[config.mk]
export PLATFORM = sky130hd
export DESIGN_NAME = psa_queue
export DESIGN_NICKNAME = d
export VERILOG_FILES = /design/src/rtl/psa_pkg.sv /design/src/rtl/psa_queue.sv
export SDC_FILE = /design/constraint.sdc
export NUM_CORES = 1
export LEC_CHECK = 0
export BUFFER_PORTS_ARGS = -buffer_cell sky130_fd_sc_hd__buf_2
export CORE_ASPECT_RATIO = 0.9
export CORE_UTILIZATION = 50
export DETAILED_ROUTE_END_ITERATION = 12
export PLACE_DENSITY = 0.73
export SYNTH_ARGS = -nofsm -noshare
export SYNTH_HDL_FRONTEND = slang
export SYNTH_SLANG_ARGS = --single-unit
export TNS_END_PERCENT = 50
[constraint.sdc]
create_clock -name clk_i -period 7.7 [get_ports clk_i]
set_input_delay 0.77 -clock clk_i [delete_from_list [all_inputs] [get_ports clk_i]]
set_output_delay 0.77 -clock clk_i [all_outputs]
set_load 0.05 [all_outputs]
[src/rtl/psa_pkg.sv]
// ----------------------------------------------------------------------------
// psa_pkg: shared types and constants of the slot allocator
// Register indexes, widths, the queue entry format and the back-end states.
// ----------------------------------------------------------------------------
package psa_pkg;

  localparam int unsigned MaxSockets = 8;
  localparam int unsigned SockW      = 3;
  localparam int unsigned AvgW       = 48;
  localparam int unsigned TotalW     = 52;
  localparam int unsigned CountW     = 32;
  localparam int unsigned CfgAddrW   = 2;
  localparam int unsigned CfgDataW   = 16;

  localparam logic [CfgAddrW-1:0] RegHistoryWeight = 2'd0;
  localparam logic [CfgAddrW-1:0] RegSocketsInUse  = 2'd1;
  localparam logic [CfgAddrW-1:0] RegTicks         = 2'd2;

  localparam logic [15:0] HistoryWeightReset = 16'd39322;
  localparam logic [3:0]  SocketsReset       = 4'd8;
  localparam logic [15:0] TicksReset         = 16'd250;

  // One classified count handed from the front end to the back end.
  typedef struct packed {
    logic [CountW-1:0] count;
    logic [SockW-1:0]  sock;
    logic              last;
  } entry_t;

  typedef enum logic [2:0] {
    BeLoad,
    BeBlend,
    BeDivInit,
    BeDivide,
    BeScale,
    BeEmit
  } be_state_e;

endpackage

[src/rtl/psa_queue.sv]
// ----------------------------------------------------------------------------
// psa_queue: short queue between the front end and the back end
// Two entries, first in first out.
// ----------------------------------------------------------------------------
module psa_queue (
  input  logic            clk_i,
  input  logic            rst_ni,
  input  logic            push_i,
  input  psa_pkg::entry_t entry_i,
  output logic            full_o,
  input  logic            pop_i,
  output logic            empty_o,
  output psa_pkg::entry_t entry_o
);
  import psa_pkg::*;

  entry_t     mem_q [2];
  logic       wp_q, rp_q;
  logic [1:0] cnt_q;

  assign full_o  = cnt_q == 2'd2;
  assign empty_o = cnt_q == 2'd0;
  assign entry_o = mem_q[rp_q];

  // Storage needs no reset.
  always_ff @(posedge clk_i) begin
    if (push_i) mem_q[wp_q] <= entry_i;
  end

  // Pointers and fill level.
  always_ff @(posedge clk_i or negedge rst_ni) begin
    if (!rst_ni) begin
      wp_q  <= 1'b0;
      rp_q  <= 1'b0;
      cnt_q <= 2'd0;
    end else begin
      if (push_i) wp_q <= ~wp_q;
      if (pop_i) rp_q <= ~rp_q;
      cnt_q <= cnt_q + {1'b0, push_i} - {1'b0, pop_i};
    end
  end

endmodule

# [Yosys cells after proc, flatten, opt, wreduce, memory -nomap -nowiden]
# Memory sizes are Yosys's and may differ from the RTL's.
# Index checks and enable logic that the tools add are counted.
[word_totals] mem_count=1 ram_bits=72 ff_bits=4 wordCells=12 input_bits=40
[op_classes] bitwise=2 reduce_logical=1 eq_ne=1 mux=2 addsub=2
[memory_table] name="mem_q" words=2 word_bits=36 rd=1 rd_clocked_by_memory_dff=0 wr=1 line_no="psa_queue.sv:17" text="entry_t mem_q [2];"
[op_table] operator="2-bit by 1-bit adder with 2-bit output" n=1
[op_table] operator="2-bit equality test (second input constant)" n=1
[op_table] operator="2-bit logical NOT" n=1
[op_table] operator="1-bit 2-to-1 mux" n=2
[op_table] operator="1-bit inverter" n=2
[op_table] operator="2-bit by 1-bit subtractor with 2-bit output" n=1

# [Depth between registers and ports, before layout]
[logic_depth] word_depth=2 mapped_depth=5

# [Worst setup path before layout]
# Ideal clock, no wire load.
[synth_timing] kind="input to register" from="input push_i" to="memory mem_q[0][0] (netlist name) (enable)" path_buffers=0 cell_stages=1 arrival_ns=2.388 required_ns=7.266 setup_slack_ns=4.878 path_cell_list="nor2b_1"
[synth_between] elab_chain_cells=2
[synth_lines] element="from (decl)" line_no="psa_queue.sv:8" text="input logic push_i,"
[synth_lines] element="1-bit 2-to-1 mux" line_no="psa_queue.sv:27" text="if (push_i) mem_q[wp_q] <= entry_i;"
[synth_lines] element="1-bit 2-to-1 mux (implied by the code)" line_no="psa_queue.sv:27"
[synth_lines] element="to (decl)" line_no="psa_queue.sv:17"
# No other way between the ends.

==> flow_summary.yaml <==
final_layout:
  final_area_um2: 3550
  final_util_pct: 62.4
  final_layout_size_suffix_gt1_share_pct: 59.7
  area_growth_syn_to_layout_pct: 20.7
  nNetsFinal: 253
  antennaDiodeCount: 0
worst_setup_path:
  crit_path_start_kind: "register"
  timing.rr.end: "mem_q[0][15]"
  r2r_cells: 1
  worst_ep_required_time_ns: 6.93
  cp.arrival_ns: 2.08
  r2r-start: "wp_q"
  cp-end-kind: "output pin"
  crit_fanout: 37
  worstSetupPathType: "register to output pin"
  critPathLaunch: "rp_q"
  reg2reg_slack_ns: 6.04
floorplanning:
  fp.dieH_um: 74.8
  start_util_pct: 51.7
  design.core.area_um2: 5690
  fp-row-count: 26
  dieWidth_um: 82.9
  io_pins: 78
  dieArea_um2: 6200
cts:
  root_buffer: "clkbuf_8"
  clk_latency_ns: 0.33
  cts_tree: "yes"
  htree_levels: 3
  postCtsSetupRepairBufs: 0
  cts_resized: 0
  cts_max_path_buffers: 2
  cts_buffers: 9
  clk_pin_slew_worst_paths_ns: 0.07
  cts.sinks: 76
  cts_hold_buf: 0
synth:
  syn_area_per_cell_um2: 23.2
  netlist_area_um2: 2940
  yosysSeqAreaShare_pct: 76.8
  synth_cell_type_count: 13
  synthCells: 127
  synth_warnings: 0
  synth-seq-cells: 76
  synth_nets: 169
pwr:
  p_sw_w: 0.000606
  ir_drop_uv: 317
  pwr-share-comb_pct: 40.2
  p_per_area_nw_per_um2: 433
  total_leakage_power_nw: 1.46
  power_frac_seq_pct: 40.7
  switching_share_pct: 39.4
  cell_internal_pwr_w: 0.000932
  pwr-share-clk_pct: 19.2
sta:
  whs_ns: 0.234
  setup_viol: 0
  relSlewSlack_pct: 26.1
  worst_slew_pin_slew_ns: 1.11
  period_share_pct: 37.0
  finalCriticalPeriod_ns: 2.85
  finalWorstSetupSlack_ns: 4.85
  fin_skew_ns: 0.00640
  max_freq_mhz: 351
  hold_viol_final: 0
  final_max_slew_viol_count: 0
  fin_setup_tns_ns: 0
  rsz0062_at_grt: "no"
routing:
  final_antenna_net_count: 0
  vias_per_cell: 4.88
  wire_per_inst_um: 15.2
  detail_route.wirelength_um: 4340
  drc: 0
  route.vias.total: 1396
  drt_iter0_markers: 63
  dr.pass1.iters: 4
run:
  drv_cap: 0
placed_design:
  hpwlAfterDp_um: 2820
  gp_congestion: 0.681
  detailedPlace.worstSlack_ns: 5.19
  post_dp_cell_area_um2: 3360
  numPortBuffers: 77
grt:
  globalRouteTotalUtil_pct: 15.0
  grt_pass1_vias: 1501
  grt_max_degree: 38
  grt_pass1_wl_um: 6820
  grt_remaining_overflow: 0
  antenna_found_initial: 0
status:
  outcome: "complete, no violations"
min_path:
  min_path_type: "input port to asynchronous set/reset pin"
## Yosys cell counts (all sizes together)
library cell / instances / share of area [%]
nor2: 1 / 0.13
xor3: 1 / 0.81
buf: 4 / 2.4
edfxtp: 72 / 73
xor2: 2 / 0.60
nor2b: 2 / 0.42
ha: 2 / 0.85
and2: 1 / 0.21
inv: 2 / 0.26
mux2: 36 / 17
dfrtp: 4 / 3.4
## per-layer routing
layer | up-vias | part of all wire (%) | track usage [%]
li1 | 661 | - | -
met2 | 52 | 52 | 25.9
met4 | 0 | 1.4 | 9.77
met3 | 8 | 7.0 | 4.61
met5 | - | 0 | 0
met1 | 675 | 40 | 16.6
## stage by stage
| step | instances | power [W] |
|---|---|---|
| finish | 286 | 0.00154 |
| global route | 286 | 0.00160 |
| CTS | 286 | 0.00156 |
| detailed placement | 270 | 0.00126 |
| global placement | 270 | 0.00124 |
| floorplan | 127 | 0.00117 |
## kinds of logic (layout without fill, tap and decap cells)
logic type	after synthesis	count (layout)	share of synthesized area (%)
simple gates	4	4	0.765
buf+inv	6	95	2.68
flops	76	76	76.8
mux	36	36	17.5
fa+ha+maj	2	2	0.850
xor+xnor	3	3	1.40
## cells in the final DEF, fill, tap and decap left out
cell type and instances:
and2_2 1, buf_2 77, bufinv_16 1, clkbuf_1 3
clkbuf_8 11, clkinv_2 1, dfrtp_1 3, dfrtp_2 1
edfxtp_1 72, ha_1 2, inv_1 2, mux2_2 7
mux2_4 29, nor2_1 1, nor2b_1 1, nor2b_4 1
xor2_1 2, xor3_1 1
## cell type report
type                       instances  area, um^2
sequential                        76        2260
fill                             408        2140
multi-input combinational         45         612
timing repair buffer              77         385
clock buffer                      14         163
tap                               70        87.6
clock inverter                     2        35.0
inverter                           2        7.51
## how the worst max path moves through the flow
stage / to / slack, ns / depth (start not counted)
final: entry_o[4] / 4.85 / 2
after global routing: entry_o[0] / 4.75 / 2
after CTS: entry_o[4] / 4.82 / 2
after detailed placement: entry_o[2] / 5.19 / 2
after global placement: entry_o[4] / 5.24 / 2
after floorplan: mem_q[0][0] / 4.88 / 1
## sequential cells by signal, summed over array words and instances, names as in the netlist
signal / count
cnt_q: 2
mem_q: 72
rp_q: 1
wp_q: 1
## critical path, stage by stage (launching register included)
cell     delay [ns]
dfrtp_2        1.10
mux2_2         0.42
buf_2          0.21
## power by group through the flow
stage / logic (W) / clock network [W] / registers [W]
2_1_floorplan: 0.000591 / 0 / 0.000579
3_3_place_gp: 0.000615 / 0 / 0.000629
3_5_place_dp: 0.000623 / 0 / 0.000637
4_1_cts: 0.000625 / 0.000303 / 0.000628
5_1_grt: 0.000649 / 0.000318 / 0.000637
6_report: 0.000618 / 0.000295 / 0.000626
No activity file was read; power rests on OpenSTA's default activity.
