<file path="src/rtl/psa_pkg.sv">
// ----------------------------------------------------------------------------
// psa_pkg: shared types and constants of the slot allocator
// Register indexes, widths, the queue entry format and the back-end states.
// ----------------------------------------------------------------------------
package psa_pkg;

  localparam int unsigned MaxSockets = 8;
  localparam int unsigned SockW      = 3;
  localparam int unsigned AvgW       = 48;
  localparam int unsigned TotalW     = 52;
  localparam int unsigned CountW     = 32;
  localparam int unsigned CfgAddrW   = 2;
  localparam int unsigned CfgDataW   = 16;

  localparam logic [CfgAddrW-1:0] RegHistoryWeight = 2'd0;
  localparam logic [CfgAddrW-1:0] RegSocketsInUse  = 2'd1;
  localparam logic [CfgAddrW-1:0] RegTicks         = 2'd2;

  localparam logic [15:0] HistoryWeightReset = 16'd39322;
  localparam logic [3:0]  SocketsReset       = 4'd8;
  localparam logic [15:0] TicksReset         = 16'd250;

  // One classified count handed from the front end to the back end.
  typedef struct packed {
    logic [CountW-1:0] count;
    logic [SockW-1:0]  sock;
    logic              last;
  } entry_t;

  typedef enum logic [2:0] {
    BeLoad,
    BeBlend,
    BeDivInit,
    BeDivide,
    BeScale,
    BeEmit
  } be_state_e;

endpackage

</file>
<file path="src/rtl/psa_front.sv">
// ----------------------------------------------------------------------------
// psa_front: input stage of the slot allocator
// Replaces a zero count by one, tags each count with its socket and marks
// the count that completes a round.
// ----------------------------------------------------------------------------
module psa_front (
  input  logic                  clk_i,
  input  logic                  rst_ni,
  input  logic                  in_valid_i,
  output logic                  in_ready_o,
  input  logic [31:0]           count_i,
  input  logic [3:0]            sockets_i,
  input  logic                  restart_i,
  output logic                  push_o,
  output psa_pkg::entry_t       entry_o,
  input  logic                  full_i
);
  import psa_pkg::*;

  logic [SockW-1:0] pos_q, pos_d;
  logic [3:0]       active;
  logic             last;

  // Sockets in use, held to the range one to the maximum.
  always_comb begin
    if (sockets_i == 4'd0) active = 4'd1;
    else if (sockets_i > 4'(MaxSockets)) active = 4'(MaxSockets);
    else active = sockets_i;
  end

  assign in_ready_o = !full_i;
  assign push_o     = in_valid_i && !full_i;
  assign last       = ({1'b0, pos_q} + 4'd1) >= active;

  assign entry_o.count = (count_i == 32'd0) ? 32'd1 : count_i;
  assign entry_o.sock  = pos_q;
  assign entry_o.last  = last;

  // Load position wraps after the last socket of a round.
  always_comb begin
    pos_d = pos_q;
    if (restart_i) pos_d = '0;
    else if (push_o) pos_d = last ? '0 : pos_q + 1'b1;
  end

  always_ff @(posedge clk_i or negedge rst_ni) begin
    if (!rst_ni) pos_q <= '0;
    else pos_q <= pos_d;
  end

endmodule

</file>
<file path="config.mk">
export PLATFORM = sky130hd
export DESIGN_NAME = psa_front
export DESIGN_NICKNAME = d
export VERILOG_FILES = /design/src/rtl/psa_pkg.sv /design/src/rtl/psa_front.sv
export SDC_FILE = /design/constraint.sdc
export NUM_CORES = 1
export LEC_CHECK = 0
export ABC_AREA = 1
export BUFFER_PORTS_ARGS = -buffer_cell sky130_fd_sc_hd__buf_2
export CAP_MARGIN = 15
export CELL_PAD_IN_SITES_DETAIL_PLACEMENT = 1
export CELL_PAD_IN_SITES_GLOBAL_PLACEMENT = 2
export CORE_MARGIN = 8
export CORE_UTILIZATION = 11
export CTS_CLUSTER_DIAMETER = 40
export DETAILED_ROUTE_END_ITERATION = 6
export GPL_TIMING_DRIVEN = 1
export PLACE_DENSITY_LB_ADDON = 0.1
export SYNTH_ARGS = -nofsm -noshare
export SYNTH_HDL_FRONTEND = slang
export SYNTH_SLANG_ARGS = --single-unit
</file>
<file path="constraint.sdc">
create_clock -name clk_i -period 2.4 [get_ports clk_i]
set_input_delay 0.36 -clock clk_i [delete_from_list [all_inputs] [get_ports clk_i]]
set_output_delay 0.36 -clock clk_i [all_outputs]
set_load 0.005 [all_outputs]
</file>
* After elaboration in Yosys (flattened, before gate mapping) *
Cells that the tools add are included.

storage, ports and cells
  word-level logic and storage cells = 16
  flip-flop bits (word level) = 3

cells by class
  reductions and logical operators = 5
  multiplexer cells = 6
  $lt $le $gt $ge = 2
  add/subtract/negate cells = 2

operators by type and width
  operator               count
  $logic_not A32 Y1      1
  $mux W32               1
  $mux W3                3
  $mux W4                2
  $add A3 B1 Y4 const B  1
  $ge A4 B4 Y1           1
  $gt A4 B4 Y1 const B   1
  $logic_not A4 Y1       1
  $add A3 B1 Y3 const B  1
  $reduce_bool A2 Y1     1
  $logic_and A1 B1 Y1    1
  $logic_not A1 Y1       1

* Depth between registers and ports, before layout *
Gate-level depths: netlist of run 1.

  depth after elaboration = 7
  gate-level depth with buffers = 9

* Least setup slack after synthesis of run 1 *
No wires, ideal clock.

  path kind = register to output
  from = register pos_q[0]
  to = output port entry_o[0] in the netlist's numbering
  required time = 2.040 ns
  arrival time = 1.494 ns
  path slack = 0.546 ns
  buffers on the path = 1
  stages on the path, launching flop included = 10
  cells stage by stage = dfrtp_1 -> ha_1 -> xnor2_1 -> inv_1 -> ha_1 -> nand2_1 -> inv_1 -> nand2_1 -> nand2_1 -> buf_4

between the ends
  cells in the longest elaborated chain, start to end = 2

RTL lines
  element                   RTL line         text
  start: declaration        psa_front.sv:20  logic [SockW-1:0] pos_q, pos_d;
  start signal: assignment  psa_front.sv:48  else pos_q <= pos_d;
  $add A3 B1 Y4             psa_front.sv:33  assign last = ({1'b0, pos_q} + 4'd1) >= active;
  $ge A4 B4 Y1              psa_front.sv:33
  end: declaration          psa_front.sv:15  output psa_pkg::entry_t entry_o,

Every way passes these cells.

==> metrics.md, run 1 <==
| Metric | Value |
|---|---|
| Outcome | completed |
| Sequential area share after synthesis | 13.5% |
| Clock sinks | 3 |
| Die X-Extent | 87.0 um |
| Slew headroom | 78.7% |
| Final HPWL DP | ~2.3 mm |
| Worst setup EP type | output pin |
| GP Congestion | approximately 0.67 |
| Critical path arrival | 1.76 ns |
| Crit path max fanout | 4 |
| Synth area leaders | clkbuf_1 21%, nor2_1 16%, nand2_1 15% |
| Startpoint types | register |
| PwrDens | roughly 320 nW/um^2 |
| Die area | 7570 um^2 |
| Worst Path Buf+Inv | 2 |
| Share of cells above drive strength 1 | 51.9% |
| Critical path, cell by cell | ha_1 > xnor2_1 > inv_1 > ha_1 > a21oi_1 > nand2_1 > buf_2 |
| Largest register by flop count | pos_q |
| Syn Inst Count | 110 |
| Post-Route Skew | about 0.00048 ns |
| Register Area | 75.1 um^2 |
| Type of the tightest min-delay check | input port to register |
| Hold Path Stages | 4 |
| Post-synth EDFFs | 0 |
| Slew Viols, Final | 0 |
| CP delay by family, top | flip-flops |
| Pleak | ~0.00059 uW |
| Yosys reg bits | 3 |
| Iteration-0 DRC Markers | 12 |
| I/O pin cnt | between 70 and 80 |
| Critical path depth in cells | 7 |
| Least-Margin Pin Slew | roughly 0.32 ns |
| Total GRT Usage | 6.42% |
| Synth area leader | clkbuf_1 |
| Max incr delay on CP | 0.39 ns |
| Unique masters post-synth | 15 |
| Std cell rows | 26 |
| Grt ovf | 0 |
| Final setup vio count | 0 |
| Final Cycle Share | 88.3% |
| Layout overhead on the synthesized area | 75.2% |
| Layout filler cell count | 666 |
| Area occupied by multi-input gates | 314 um^2 |
| Htree depth | 1 |
| Worst VDD drop | 0.000148 V |
| Drt wl/cell | roughly 10 um |
| Largest regs | pos_q x3 |
| Via Count | 802 |
| WP data required | around 2 ns |
| Total CTS buffers | 3 |
| Synth warnings | 0 |
| Clock slew at reported path FFs | 0.03 ns |
| Initial core utilization | 11.1% |
| Final Hold Fails | 0 |
| Detailed Route WL | 2.41 mm |
| ANT cells | 0 |
| Post-synth top cells | 31 x clkbuf_1, 24 x nor2_1, 22 x nand2_1, 11 x inv_1, 5 x ha_1 |
| Vias in the first global route | roughly 900 |
| Post-synth top flop | dfrtp_1 |
| Unrepaired setup endpoints after global routing | no |
| Most used cell, CP | ha_1 |
| Setup TNS | 0 ns |
| Reg2Reg Depth | 7 |
| # nets final | roughly 210 |
| Initial antenna violation count | 0 |
| Count leader, synth | clkbuf_1 |
| Ys async rst share | between 90% and 100% |
| Largest net degree at the start of global routing | 6 |
| Max reg flops | 3 |
| Fin util | 19.5% |
| Clk Tree Root Cell | clkbuf_8 |
| Total Power | approximately 320 uW |
| Antenna Nets Post-Route | 0 |
| DRC | 0 |
| Avg Cell Area, Syn | 5.04 um^2 |
| First-pass GRT wire length | 3.95 mm |
| Number of port buffers | 78 |
| Die height | 87.0 um |
| Post-synth net total | 156 |
| Drt pass-1 iters | 2 |
| Peak Freq | 472 MHz |
| TritonCTS clock tree | done |
| Total core area | 4980 um^2 |
| Period minus WS final | roughly 2.1 ns |
| Post-DR vias/cell | around 3.5 |
| Max Cap Violations | 0 |
| Top cell type's share of synthesized area | between 20% and 30% |
| Worst path slowest cell | dfrtp_1 |
| Mapped Area | around 550 um^2 |
| Clock latency on the worst-skew pair | 0.21 ns |
| CTS resizes | 0 |
| CTS max path bufs | 2 |
| Setup CP Type | register to output pin |
==> stage by stage <==
step	instance area [um^2]	instances	hold slack (ns)	setup WS [ns]
after floorplan	554	110	0.0644	0.546
after global placement	916	227	0.158	0.426
after detailed placement	916	227	0.159	0.371
after CTS	971	232	0.447	0.241
after global routing	971	232	0.481	0.0779
final	971	232	0.442	0.280
==> worst register-to-register path, delay by kind of cell (launching register included) <==
kind                       cells  cell delay (ns)
xor gates and xnor gates       1             0.19
buffers and inverters          1             0.07
DFF                            1             0.39
AOI/OAI and AO/OA              1             0.30
and+or+nand+nor                2             0.22
adders and majority gates      2             0.39
==> logic make-up (layout without fill, tap and decap cells) <==
group	count (synthesis)	count (layout)	synth area share, %
compound gates	5	5	4.51
xor+xnor	1	1	1.58
fa+ha+maj	5	5	11.3
buf+inv	43	95	29.8
flops	3	3	13.5
simple gates	53	53	39.3
==> worst paths after layout <==
| path | from | to | slack (ns) |
|---|---|---|---|
| min reg2reg | pos_q[1] | pos_q[1] | 0.53 |
| min in group asynchronous | rst_ni | pos_q[2] | 0.49 |
| min | restart_i | pos_q[1] | 0.44 |
| max | pos_q[1] | entry_o[0] | 0.28 |
| max in group asynchronous | rst_ni | pos_q[0] | 1.81 |
| max reg2reg | pos_q[1] | pos_q[2] | 0.79 |
==> cell type report <==
cell class | instances | area share, %
timing repair buffer | 80 | 42.0
multi-input combinational | 64 | 32.3
tap | 70 | 9.02
sequential | 3 | 7.73
clock buffer | 4 | 4.64
inverter | 11 | 4.25
==> layer usage <==
| metal | vias to the layer above | routed length [um] | share of wire [%] | GRT usage (%) |
|---|---|---|---|---|
| li1 | 412 | - | - | - |
| met1 | 350 | 961 | 40 | 6.53 |
| met2 | 40 | 1200 | 50 | 11.4 |
| met3 | 0 | 254 | 11 | 3.02 |
| met4 | 0 | 0 | 0 | 1.88 |
| met5 | - | 0 | 0 | 0 |
==> where the power goes <==
group	total (uW)	leakage (uW)	switching, uW	internal, uW
Clock	143	0.0000228	29.6	113
Combinational	119	0.000528	57.2	61.6
Sequential	53.9	0.0000413	1.14	52.7
Total	315	0.000592	88.0	227
==> placed cells by master, fill, tap and decap left out, drive strengths merged <==
master | netlist | layout
dlygate4sd3 | 0 | 1
a21oi | 2 | 2
inv | 11 | 11
xnor2 | 1 | 1
nor2 | 25 | 25
nand3 | 3 | 3
and3 | 1 | 1
ha | 5 | 5
dfrtp | 3 | 3
buf | 1 | 79
nand2 | 23 | 23
or2 | 1 | 1
o21ai | 3 | 3
clkbuf | 31 | 4
==> what timing repair did <==
action | in CTS | in global routing
setup buffers | 0 | 0
hold buffers | 1 | 0
hold endpoints to repair | 3 | 0
Power figures use the tool's default switching activity.
==> run 2, diff against run 1 <==
--- a/config.mk
+++ b/config.mk
@@ -6,7 +6,7 @@
 export NUM_CORES = 1
 export LEC_CHECK = 0
 export ABC_AREA = 1
-export BUFFER_PORTS_ARGS = -buffer_cell sky130_fd_sc_hd__buf_2
+export BUFFER_PORTS_ARGS = -buffer_cell sky130_fd_sc_hd__clkbuf_2
 export CAP_MARGIN = 15
 export CELL_PAD_IN_SITES_DETAIL_PLACEMENT = 1
 export CELL_PAD_IN_SITES_GLOBAL_PLACEMENT = 2
@@ -16,6 +16,7 @@
 export DETAILED_ROUTE_END_ITERATION = 6
 export GPL_TIMING_DRIVEN = 1
 export PLACE_DENSITY_LB_ADDON = 0.1
+export SKIP_LAST_GASP = 1
 export SYNTH_ARGS = -nofsm -noshare
 export SYNTH_HDL_FRONTEND = slang
 export SYNTH_SLANG_ARGS = --single-unit
==> run 2 against run 1 <==
Effect of this change: die area unchanged; sequential cell count unchanged; sequential power increased by 3%; combinational power about the same; fmax decreased by 1.6%; worst hold slack about the same; clock power about the same; critical endpoint unchanged.
==> metrics.md, run 2 (synthesis gave the netlist of run 1 again) <==
| Metric | Value |
|---|---|
| Outcome | completed |
| Pleak | 0.000599 uW |
| Total CTS buffers | 3 |
| Clk Tree Root Cell | clkbuf_8 |
| Critical path, cell by cell | ha_1 > xnor2_1 > inv_1 > ha_1 > nand2_1 > inv_1 > nand2_1 > nand2_1 > clkbuf_2 |
| Max incr delay on CP | 0.42 ns |
| Largest register by flop count | pos_q |
| Peak Freq | 464 MHz |
| Total Power | 318 uW |
| Period minus WS final | 2.16 ns |
| Setup TNS | 0 ns |
| Hold WS | 0.442 ns |
| Clock latency on the worst-skew pair | 0.22 ns |
| Worst setup EP type | output pin |
| Setup CP Type | register to output pin |
| Least-Margin Pin Slew | 0.297 ns |
| Startpoint types | register |
| PwrDens | 330 nW/um^2 |
| Type of the tightest min-delay check | input port to register |
| Post-DR vias/cell | ~3.4 |
| Crit path max fanout | 6 |
| Placed Area | 908 um^2 |
| Critical path arrival | 1.80 ns |
| Register Area | 75.1 um^2 |
| Largest net degree at the start of global routing | 7 |
| Initial core utilization | 11.1% |
| Most used cell, CP | nand2_1 |
| Largest regs | pos_q x3 |
| Number of port buffers | slightly below 80 |
| Layout filler cell count | 658 |
| Initial antenna violation count | 0 |
| Final Hold Fails | 0 |
| Slew Viols, Final | 0 |
| Htree depth | 1 |
| Layout overhead on the synthesized area | 73.8% |
| Die height | 87.0 um |
| Antenna Nets Post-Route | 0 |
| Final HPWL DP | 2.36 mm |
| CTS max path bufs | 2 |
| TritonCTS clock tree | done |
| DRC | 0 |
| Iteration-0 DRC Markers | 14 |
| Total core area | 4980 um^2 |
| Slew headroom | approximately four fifths |
| GP Congestion | 0.671 |
| Postcts setup bufs | 0 |
| Area occupied by multi-input gates | roughly 310 um^2 |
| Placed Cells | approximately 230 |
| Via Count | 794 |
| Drt pass-1 iters | 4 |
| Share of cells above drive strength 1 | 51.6% |
| Clock slew at reported path FFs | 0.03 ns |
| Max reg flops | 3 |
| Worst VDD drop | 0.000132 V |
| Finished Layout Cells | 231 |
| Unrepaired setup endpoints after global routing | no |
| I/O pin cnt | between 70 and 80 |
| Post-Route Skew | 0.00245 ns |
| ANT cells | 0 |
| # nets final | 208 |
| Std cell rows | 26 |
| Total GRT Usage | 6.61% |
| Grt ovf | 0 |
| Final Cycle Share | about nine tenths |
| Drt wl/cell | 10.8 um |
| WP data required | around 2.0 ns |
| Final setup vio count | 0 |
| Max Cap Violations | 0 |
| Clock sinks | 3 |
| Vias in the first global route | 912 |
| First-pass GRT wire length | 4.08 mm |
| Final Cell Area | around 960 um^2 |
| Die X-Extent | approximately 87 um |
| Commonest non-fill, non-tap cells in the layout | 78 x clkbuf_2, 24 x nor2_1, 22 x nand2_1 |
| Detailed Route WL | 2.49 mm |
| Die area | 7570 um^2 |
| Commonest non-fill, non-tap cell in the layout | clkbuf_2 |
| Worst path slowest cell | dfrtp_1 |
## run 2: metrics by stage
step	setup slack [ns]	util [%]
after floorplan	0.546	-
after global placement	0.396	18.3
after global routing	0.0900	19.4
final	0.244	19.4
after detailed placement	0.410	18.3
after CTS	0.206	19.4
## run 2: path summary, 6_finish.rpt
| path | to | slack (ns) | startpoint | cells past startpoint |
|---|---|---|---|---|
| worst max-delay path | entry_o[0] | 0.24 | pos_q[0] | 9 |
| worst min-delay path | pos_q[2] | 0.44 | restart_i | 4 |
| worst max register to register | pos_q[1] | 0.72 | pos_q[0] | 7 |
| worst min register to register | pos_q[2] | 0.55 | pos_q[2] | 2 |
| max in group asynchronous | pos_q[1] | 1.80 | rst_ni | 2 |
| min in group asynchronous | pos_q[0] | 0.49 | rst_ni | 2 |
## run 2: what timing repair did
action	4_1_cts	5_1_grt
hold buffers	1	0
resized for setup	0	0
hold endpoints to repair	3	0
## run 2: critical path: cells and delay by family, from the launching register on
kind          cells  cell delay [ns]
xor+xnor          1             0.18
simple gates      3             0.24
fa+ha+maj         2             0.52
buf+inv           3             0.21
flops             1             0.42
## run 2: final cells by class
type | count | share of cell area, %
multi-input cells | 64 | 32.6
well taps | 70 | 9.09
inverters | 11 | 4.29
repair buffers | 79 | 41.6
flip-flops and latches | 3 | 7.79
clock buffers | 4 | 4.68
## run 2: where the power goes
part	switching, uW	total, uW	internal [uW]
sequential	2.63	55.4	52.7
clock	32.7	146	113
combinational	56.8	117	59.9
## run 2: layer usage
layer  vias to the layer above  part of all wire [%]  global-route usage [%]
li1                        404                     -                       -
met1                       342                    38                    6.64
met2                        45                    50                    12.1
met3                         3                    11                    2.74
met4                         0                  0.68                    1.88
met5                         -                     0                       0
